### src/rtl/ssrs_pkg.sv
package ssrs_pkg;

  localparam int LIMIT_BITS = 36;
  localparam int IN_WEIGHT_BITS = 32;
  localparam int OUT_INDEX_BITS = 4;

  typedef struct packed {
    logic [IN_WEIGHT_BITS-1:0] weight;
    logic [LIMIT_BITS-1:0]     lower_part_limit;
    logic [LIMIT_BITS-1:0]     upper_part_limit;
    logic                      last;
  } in_item_t;

  typedef struct packed {
    logic                      found;
    logic [OUT_INDEX_BITS-1:0] original_index;
    logic                      selected;
    logic                      overflow;
    logic                      end_of_run;
  } out_item_t;

  typedef enum logic [2:0] {
    B_IDLE,
    B_NODE,
    B_BACK,
    B_EMIT,
    B_FAIL
  } back_state_t;

endpackage

### src/rtl/subset_sum_range_search_unit.sv
// Subset-sum range search unit.
// Input channel (item_valid / item_stall / item): one weight per transfer,
// one per cycle. The transfer with item.last set closes the problem and
// carries both part limits. Up to MAX_ITEMS weights are kept, insertion
// sorted (descending, stable) as they arrive; extra weights set overflow.
// A closed problem goes into a two-entry job queue; the loader then takes
// the next problem at once and stalls only while that queue is full.
// The search engine walks the select-first depth-first tree one node or
// one backtrack level per cycle. Results then leave one per cycle while
// result_stall is low: N results on success, a single failure result
// otherwise, end_of_run on the last.
// result_stall holds the output register; the engine waits on it.
// Reset (rst, synchronous) empties the queue, drops any partial problem
// and clears result_valid.
module subset_sum_range_search_unit #(
  parameter int MAX_ITEMS = 16,
  parameter int WEIGHT_BITS = 32
) (
  input  logic                clk,
  input  logic                rst,
  input  logic                item_valid,
  output logic                item_stall,
  input  ssrs_pkg::in_item_t  item,
  output logic                result_valid,
  input  logic                result_stall,
  output ssrs_pkg::out_item_t result
);
  import ssrs_pkg::*;

  localparam int WB = (WEIGHT_BITS < 32) ? WEIGHT_BITS : 32;
  localparam int IB = (MAX_ITEMS > 1) ? $clog2(MAX_ITEMS) : 1;
  localparam int CB = $clog2(MAX_ITEMS + 1);
  localparam int TB = WB + CB;
  localparam int SW = ((TB > 36) ? TB : 36) + 2;
  localparam int JW = 1 + CB + TB + 2 * SW + MAX_ITEMS * (WB + IB);

  logic          push, full, pop, not_empty;
  logic [JW-1:0] push_data, pop_data;

  ssrs_front #(.MAX_ITEMS(MAX_ITEMS), .WEIGHT_BITS(WEIGHT_BITS)) u_front (
    .clk        (clk),
    .rst        (rst),
    .item       (item),
    .item_valid (item_valid),
    .item_stall (item_stall),
    .job_valid  (push),
    .job        (push_data),
    .job_full   (full)
  );

  ssrs_fifo #(.WIDTH(JW)) u_queue (
    .clk       (clk),
    .rst       (rst),
    .push      (push),
    .push_data (push_data),
    .full      (full),
    .pop       (pop),
    .not_empty (not_empty),
    .pop_data  (pop_data)
  );

  ssrs_back #(.MAX_ITEMS(MAX_ITEMS), .WEIGHT_BITS(WEIGHT_BITS)) u_back (
    .clk          (clk),
    .rst          (rst),
    .job_ready    (not_empty),
    .job          (pop_data),
    .job_pop      (pop),
    .result_valid (result_valid),
    .result_stall (result_stall),
    .result       (result)
  );

endmodule

### src/rtl/ssrs_fifo.sv
module ssrs_fifo #(
  parameter int WIDTH = 8
) (
  input  logic             clk,
  input  logic             rst,
  input  logic             push,
  input  logic [WIDTH-1:0] push_data,
  output logic             full,
  input  logic             pop,
  output logic             not_empty,
  output logic [WIDTH-1:0] pop_data
);

  logic [1:0][WIDTH-1:0] mem;
  logic       wr_ptr;
  logic       rd_ptr;
  logic [1:0] fill;

  assign full      = (fill == 2'd2);
  assign not_empty = (fill != 2'd0);
  assign pop_data  = mem[rd_ptr];

  always_ff @(posedge clk) begin
    if (push) begin
      mem[wr_ptr] <= push_data;
    end
  end

  always_ff @(posedge clk) begin
    if (rst) begin
      wr_ptr <= 1'b0;
      rd_ptr <= 1'b0;
      fill   <= 2'd0;
    end else begin
      if (push) begin
        wr_ptr <= ~wr_ptr;
      end
      if (pop) begin
        rd_ptr <= ~rd_ptr;
      end
      case ({push, pop})
        2'b10:   fill <= fill + 2'd1;
        2'b01:   fill <= fill - 2'd1;
        default: fill <= fill;
      endcase
    end
  end

endmodule

### src/rtl/ssrs_front.sv
module ssrs_front #(
  parameter int MAX_ITEMS = 16,
  parameter int WEIGHT_BITS = 32,
  localparam int WB = (WEIGHT_BITS < 32) ? WEIGHT_BITS : 32,
  localparam int IB = (MAX_ITEMS > 1) ? $clog2(MAX_ITEMS) : 1,
  localparam int CB = $clog2(MAX_ITEMS + 1),
  localparam int TB = WB + CB,
  localparam int SW = ((TB > 36) ? TB : 36) + 2,
  localparam int JW = 1 + CB + TB + 2 * SW + MAX_ITEMS * (WB + IB)
) (
  input  logic              clk,
  input  logic              rst,
  input  ssrs_pkg::in_item_t item,
  input  logic              item_valid,
  output logic              item_stall,
  output logic              job_valid,
  output logic [JW-1:0]     job,
  input  logic              job_full
);
  import ssrs_pkg::*;

  logic [MAX_ITEMS-1:0][WB-1:0] wv, wv_next;
  logic [MAX_ITEMS-1:0][IB-1:0] iv, iv_next;
  logic [CB-1:0] count, count_next;
  logic [TB-1:0] total, total_next;
  logic          ovf, ovf_next;
  logic [MAX_ITEMS-1:0] ge;
  logic          accept;
  logic [WB-1:0] w_in;
  logic [SW-1:0] goal_min, goal_max;

  assign item_stall = job_full;
  assign accept     = item_valid && !item_stall;
  assign w_in       = item.weight[WB-1:0];

  // stored entries stay sorted, so ge is a prefix
  always_comb begin
    for (int j = 0; j < MAX_ITEMS; j++) begin
      ge[j] = (CB'(j) < count) && (wv[j] >= w_in);
    end
  end

  always_comb begin
    wv_next    = wv;
    iv_next    = iv;
    count_next = count;
    total_next = total;
    ovf_next   = ovf;
    if (accept) begin
      if (count < CB'(MAX_ITEMS)) begin
        if (!ge[0]) begin
          wv_next[0] = w_in;
          iv_next[0] = count[IB-1:0];
        end
        for (int j = 1; j < MAX_ITEMS; j++) begin
          if (!ge[j]) begin
            if (ge[j-1]) begin
              wv_next[j] = w_in;
              iv_next[j] = count[IB-1:0];
            end else begin
              wv_next[j] = wv[j-1];
              iv_next[j] = iv[j-1];
            end
          end
        end
        count_next = count + 1'b1;
        total_next = total + TB'(w_in);
      end else begin
        ovf_next = 1'b1;
      end
    end
  end

  assign goal_min = SW'(total_next) - SW'(item.upper_part_limit);
  assign goal_max = SW'(item.lower_part_limit);
  assign job_valid = accept && item.last;
  assign job = {ovf_next, count_next, total_next, goal_min, goal_max, wv_next, iv_next};

  always_ff @(posedge clk) begin
    wv <= wv_next;
    iv <= iv_next;
  end

  always_ff @(posedge clk) begin
    if (rst) begin
      count <= '0;
      total <= '0;
      ovf   <= 1'b0;
    end else if (job_valid) begin
      count <= '0;
      total <= '0;
      ovf   <= 1'b0;
    end else begin
      count <= count_next;
      total <= total_next;
      ovf   <= ovf_next;
    end
  end

endmodule

### src/rtl/ssrs_back.sv
module ssrs_back #(
  parameter int MAX_ITEMS = 16,
  parameter int WEIGHT_BITS = 32,
  localparam int WB = (WEIGHT_BITS < 32) ? WEIGHT_BITS : 32,
  localparam int IB = (MAX_ITEMS > 1) ? $clog2(MAX_ITEMS) : 1,
  localparam int CB = $clog2(MAX_ITEMS + 1),
  localparam int TB = WB + CB,
  localparam int SW = ((TB > 36) ? TB : 36) + 2,
  localparam int JW = 1 + CB + TB + 2 * SW + MAX_ITEMS * (WB + IB)
) (
  input  logic               clk,
  input  logic               rst,
  input  logic               job_ready,
  input  logic [JW-1:0]      job,
  output logic               job_pop,
  output logic               result_valid,
  input  logic               result_stall,
  output ssrs_pkg::out_item_t result
);
  import ssrs_pkg::*;

  back_state_t state, state_next;

  logic                         j_ovf;
  logic [CB-1:0]                j_count;
  logic [TB-1:0]                j_total;
  logic signed [SW-1:0]         j_gmin, j_gmax;
  logic [MAX_ITEMS-1:0][WB-1:0] j_wv;
  logic [MAX_ITEMS-1:0][IB-1:0] j_iv;

  logic                         ovf;
  logic [CB-1:0]                count;
  logic signed [SW-1:0]         total, gmin, gmax;
  logic [MAX_ITEMS-1:0][WB-1:0] wv;
  logic [MAX_ITEMS-1:0][IB-1:0] iv;

  logic [CB-1:0]        pos, pos_next, pos_m1;
  logic [CB-1:0]        rank, rank_next;
  logic signed [SW-1:0] chosen, chosen_next, rejected, rejected_next;
  logic [MAX_ITEMS-1:0] choice, choice_next;
  logic                 out_free, load_out;
  out_item_t            out_d;
  logic [IB-1:0]        rd_ix;
  logic signed [SW-1:0] w;
  logic [IB+3:0]        idx_ext;

  assign {j_ovf, j_count, j_total, j_gmin, j_gmax, j_wv, j_iv} = job;

  assign out_free = !result_valid || !result_stall;
  assign pos_m1   = pos - 1'b1;
  assign rd_ix    = (state == B_BACK) ? pos_m1[IB-1:0] : pos[IB-1:0];
  assign w        = SW'(wv[rd_ix]);
  assign idx_ext  = {4'b0, iv[rank[IB-1:0]]};

  always_comb begin
    state_next    = state;
    pos_next      = pos;
    rank_next     = rank;
    chosen_next   = chosen;
    rejected_next = rejected;
    choice_next   = choice;
    job_pop       = 1'b0;
    load_out      = 1'b0;
    out_d         = '0;
    case (state)
      B_IDLE: begin
        if (job_ready) begin
          job_pop       = 1'b1;
          pos_next      = '0;
          chosen_next   = '0;
          rejected_next = '0;
          choice_next   = '0;
          state_next    = j_ovf ? B_FAIL : B_NODE;
        end
      end
      B_NODE: begin
        if (chosen >= gmin) begin
          rank_next  = '0;
          state_next = B_EMIT;
        end else if (pos >= count || gmin > total - rejected) begin
          state_next = (pos == '0) ? B_FAIL : B_BACK;
        end else if (chosen + w <= gmax) begin
          choice_next[rd_ix] = 1'b1;
          chosen_next        = chosen + w;
          pos_next           = pos + 1'b1;
        end else begin
          rejected_next = rejected + w;
          pos_next      = pos + 1'b1;
        end
      end
      B_BACK: begin
        // undo one level; a select branch turns into its reject branch
        if (choice[rd_ix]) begin
          choice_next[rd_ix] = 1'b0;
          chosen_next        = chosen - w;
          rejected_next      = rejected + w;
          state_next         = B_NODE;
        end else begin
          rejected_next = rejected - w;
          pos_next      = pos_m1;
          if (pos_m1 == '0) begin
            state_next = B_FAIL;
          end
        end
      end
      B_EMIT: begin
        if (out_free) begin
          load_out             = 1'b1;
          out_d.found          = 1'b1;
          out_d.original_index = idx_ext[3:0];
          out_d.selected       = choice[rank[IB-1:0]];
          out_d.end_of_run     = (rank == count - 1'b1);
          rank_next            = rank + 1'b1;
          if (out_d.end_of_run) begin
            state_next = B_IDLE;
          end
        end
      end
      B_FAIL: begin
        if (out_free) begin
          load_out         = 1'b1;
          out_d.overflow   = ovf;
          out_d.end_of_run = 1'b1;
          state_next       = B_IDLE;
        end
      end
      default: state_next = B_IDLE;
    endcase
  end

  always_ff @(posedge clk) begin
    if (rst) begin
      state <= B_IDLE;
    end else begin
      state <= state_next;
    end
  end

  always_ff @(posedge clk) begin
    if (rst) begin
      result_valid <= 1'b0;
      choice       <= '0;
    end else begin
      if (load_out) begin
        result_valid <= 1'b1;
      end else if (!result_stall) begin
        result_valid <= 1'b0;
      end
      choice <= choice_next;
    end
  end

  always_ff @(posedge clk) begin
    pos      <= pos_next;
    rank     <= rank_next;
    chosen   <= chosen_next;
    rejected <= rejected_next;
    if (load_out) begin
      result <= out_d;
    end
    if (job_pop) begin
      ovf   <= j_ovf;
      count <= j_count;
      total <= SW'(j_total);
      gmin  <= j_gmin;
      gmax  <= j_gmax;
      wv    <= j_wv;
      iv    <= j_iv;
    end
  end

endmodule

### config.mk
export PLATFORM = sky130hd
export DESIGN_NAME = subset_sum_range_search_unit
export DESIGN_NICKNAME = d
export VERILOG_FILES = /design/src/rtl/ssrs_pkg.sv /design/src/rtl/subset_sum_range_search_unit.sv /design/src/rtl/ssrs_fifo.sv /design/src/rtl/ssrs_front.sv /design/src/rtl/ssrs_back.sv
export SDC_FILE = /design/constraint.sdc
export NUM_CORES = 2
export LEC_CHECK = 0
export ABC_AREA = 1
export BUFFER_PORTS_ARGS = -buffer_cell sky130_fd_sc_hd__clkbuf_2
export CORE_ASPECT_RATIO = 0.6
export CORE_MARGIN = 2
export CORE_UTILIZATION = 53
export CTS_BUF_LIST = sky130_fd_sc_hd__clkbuf_4
export DETAILED_ROUTE_END_ITERATION = 10
export GPL_TIMING_DRIVEN = 0
export HOLD_SLACK_MARGIN = 0.03
export PLACE_DENSITY = 0.69
export RECOVER_POWER = 25
export SETUP_SLACK_MARGIN = 0.3
export SYNTH_ARGS = -nofsm -noshare
export SYNTH_HDL_FRONTEND = slang
export SYNTH_HIERARCHICAL = 1
export SYNTH_SLANG_ARGS = --single-unit
### constraint.sdc
create_clock -name clk -period 47.3 [get_ports clk]
set_input_delay 4.73 -clock clk [delete_from_list [all_inputs] [get_ports clk]]
set_output_delay 4.73 -clock clk [all_outputs]
set_load 0.05 [all_outputs]
==> results.yml <==
finish:
  nNetsFinal: 15680
  fin_area_um2: 154800
  syn_to_final_growth_pct: 9.564
  final_cell_mix: "nand2_1, edfxtp_1, inv_1"
  drive_gt1_frac: 0.1263
  fillers: 23160
  final_common_cell: "nand2_1"
worst_setup_path:
  critPathMostFrequentCell: "nor2_1"
  crit_path_top_delay_cell: "nand3_1"
  critPathCaptureType: "flip-flop"
  ff2ff_path_depth: 36
  rrSetupSlack_ns: 34.93
  rr_startpoint: "u_back/state[0]"
  cpPeakStageDelay_ns: 1.07
  crit_start: "u_back/state[0]"
  criticalPathCategory: "reg -> reg"
  worstPathArrival_ns: 13.27
  worst_ep_required_time_ns: 48.21
  rr_endpoint: "u_back/chosen[29]"
  crit_family: "buffers and inverters"
  endpoint: "u_back/chosen[29]"
  critPathLaunchType: "flip-flop"
  path_max_fanout: 39
  path_buf_inv: 12
  cp.depth: 36
global_route:
  grt_first_pass_wirelength_um: 668600
  grt_max_degree: 105
  grt_pass1_vias: 99440
  overflow: 0
  antenna_found_initial: 21
  track_usage: 0.3370
floorplan:
  die_y_um: 404.0
  ioPinCount: 119
  fp.coreArea_um2: 264500
  die_area_um2: 270900
  num_rows: 146
  die_w_um: 670.6
  initial_utilization: 0.5342
route:
  drt_first_iter_violations: 14800
  wl_per_cell_um: 24.91
  num_vias: 108900
  drt_wl_total_um: 468500
  ant_nets: 0
  remaining_drc_errors: 0
  drtPass1Iterations: 7
  via_per_inst: 5.790
clocking:
  cts.clk_slew.worst_paths_ns: 0.07
  clkLatencyLatePin_ns: 1.49
  clock_sinks: 2830
  cts_resized: 0
  cts_hold_buf: 0
  cts-buffers-inserted: 654
  postCtsSetupRepairBufs: 0
  tritoncts: "done"
  clock_tree.buffer_depth: 4
  cts_root_buf: "clkbuf_4"
  htreeDepth: 6
place:
  gp_congestion: 1.008
  dp_hpwl_um: 362400
  placed_area_um2: 147800
  place_ws_ns: 35.75
  port_buffers: 82
yosys:
  syn_inst: 13910
  yosysSeqAreaShare: 0.5559
  ys_warn_count: 6
  ys_ff_latch: 2830
  synth_ff_type: "edfxtp_1"
  synth-edff-count: 2187
  synth_area_um2: 141300
  async_flop_share: 0
  synthDistinctLibCells: 67
  synth.avg_cell_area_um2: 10.16
sta:
  hold_violations: 0
  whs_ns: 0.4548
  setup_tns_ns: 0
  max-slew-margin-rel: -0.3945
  worst-slew-pin-transition_ns: 2.084
  rsz0062_at_grt: "false"
  post-route-period-util: 0.2615
  fmax_mhz: 80.86
  finalSetupViolations: 0
  layout_min_cycle_time_ns: 12.37
  slew_violations: 578
  layout_setup_ws_ns: 34.93
  fin_skew_ns: 0.2279
min_path:
  hold_class: "reg -> reg"
  hold_start: "u_queue/mem[221]"
  whs_path_depth: 1
job:
  cap_violations: 22
run_status:
  violations: "max-capacitance violations, max-slew violations"
  outcome: "finished with violations"
## state kept, by name, indices dropped and copies added (netlist names), 39 cells and up
| register | count |
|---|---|
| u_back/wv | 512 |
| u_front/wv | 512 |
| u_back/iv | 64 |
| u_front/iv | 64 |
| u_back/gmax | 39 |
| u_queue/mem | 1394 |
| u_back/chosen | 39 |
| u_back/rejected | 39 |
| u_back/gmin | 39 |
## logic make-up after synthesis
group / count (synthesis) / synth area share
fa+ha+maj: 853 / 0.07590
simple gates: 5587 / 0.1649
compound gates: 1742 / 0.07000
mux: 697 / 0.06352
xor+xnor: 188 / 0.01165
other cells: 1 / 0.00002654
buf+inv: 2010 / 0.05817
flops: 2830 / 0.5559
## worst register-to-register path, delay by kind of cell, from the launching register on
| family | cells | cell delay [ns] |
|---|---|---|
| buf+inv | 12 | 5.22 |
| simple gates | 14 | 3.12 |
| compound gates | 6 | 1.94 |
| fa+ha+maj | 3 | 1.02 |
| flops | 1 | 0.32 |
| xor+xnor | 1 | 0.27 |
## cell usage after synthesis (all sizes together) (52+ instances only)
library cell | count | share of area
ha | 846 | 0.075
nand4 | 100 | 0.0044
a21o | 52 | 0.0028
inv | 1434 | 0.038
o21ai | 545 | 0.019
xnor2 | 80 | 0.0050
mux2 | 697 | 0.064
clkbuf | 275 | 0.0073
xor2 | 108 | 0.0067
nor2 | 710 | 0.019
edfxtp | 2187 | 0.46
nand3 | 1314 | 0.047
nand2 | 3322 | 0.089
a21oi | 651 | 0.024
o22ai | 282 | 0.012
dfxtp | 643 | 0.091
buf | 268 | 0.012
nor3 | 54 | 0.0019
## routing by layer
layer	up-vias	global-route usage	wire length (µm)
met5	-	0	117
met4	18	0.08685	11090
met3	666	0.1262	71040
met2	6338	0.4461	180500
met1	51830	0.5123	205800
li1	50040	-	-
## metrics by stage
step / util / std cells
final: 0.5853 / 18810
after detailed placement: 0.5587 / 17620
after global routing: 0.5851 / 18790
after global placement: 0.5526 / 17540
after floorplan: - / 13910
after CTS: 0.5914 / 18790
## area by class of cell
type	count	area, µm²	area share
Timing Repair Buffer	156	1582	0.01022
Buffer	543	2426	0.01567
Inverter	1467	5514	0.03562
Antenna cell	19	47.55	0.0003071
Multi-Input combinational cell	9070	53600	0.3462
Sequential cell	2830	78550	0.5074
Clock inverter	157	1044	0.006740
Clock buffer	1014	7612	0.04917
Tap cell	3552	4444	0.02871
## worst min path at each step
stage	endpoint	slack [ns]
floorplan	u_front/iv[60]	0.43
global placement	u_front/iv[60]	0.45
detailed placement	u_front/iv[60]	0.46
CTS	u_front/iv[60]	0.47
global route	u_back/wv[248]	0.49
finish	u_back/wv[157]	0.45
Power is left out: the tool's default activity adds up to more than one toggle a clock period on the data nets, which glitch-free logic cannot reach.
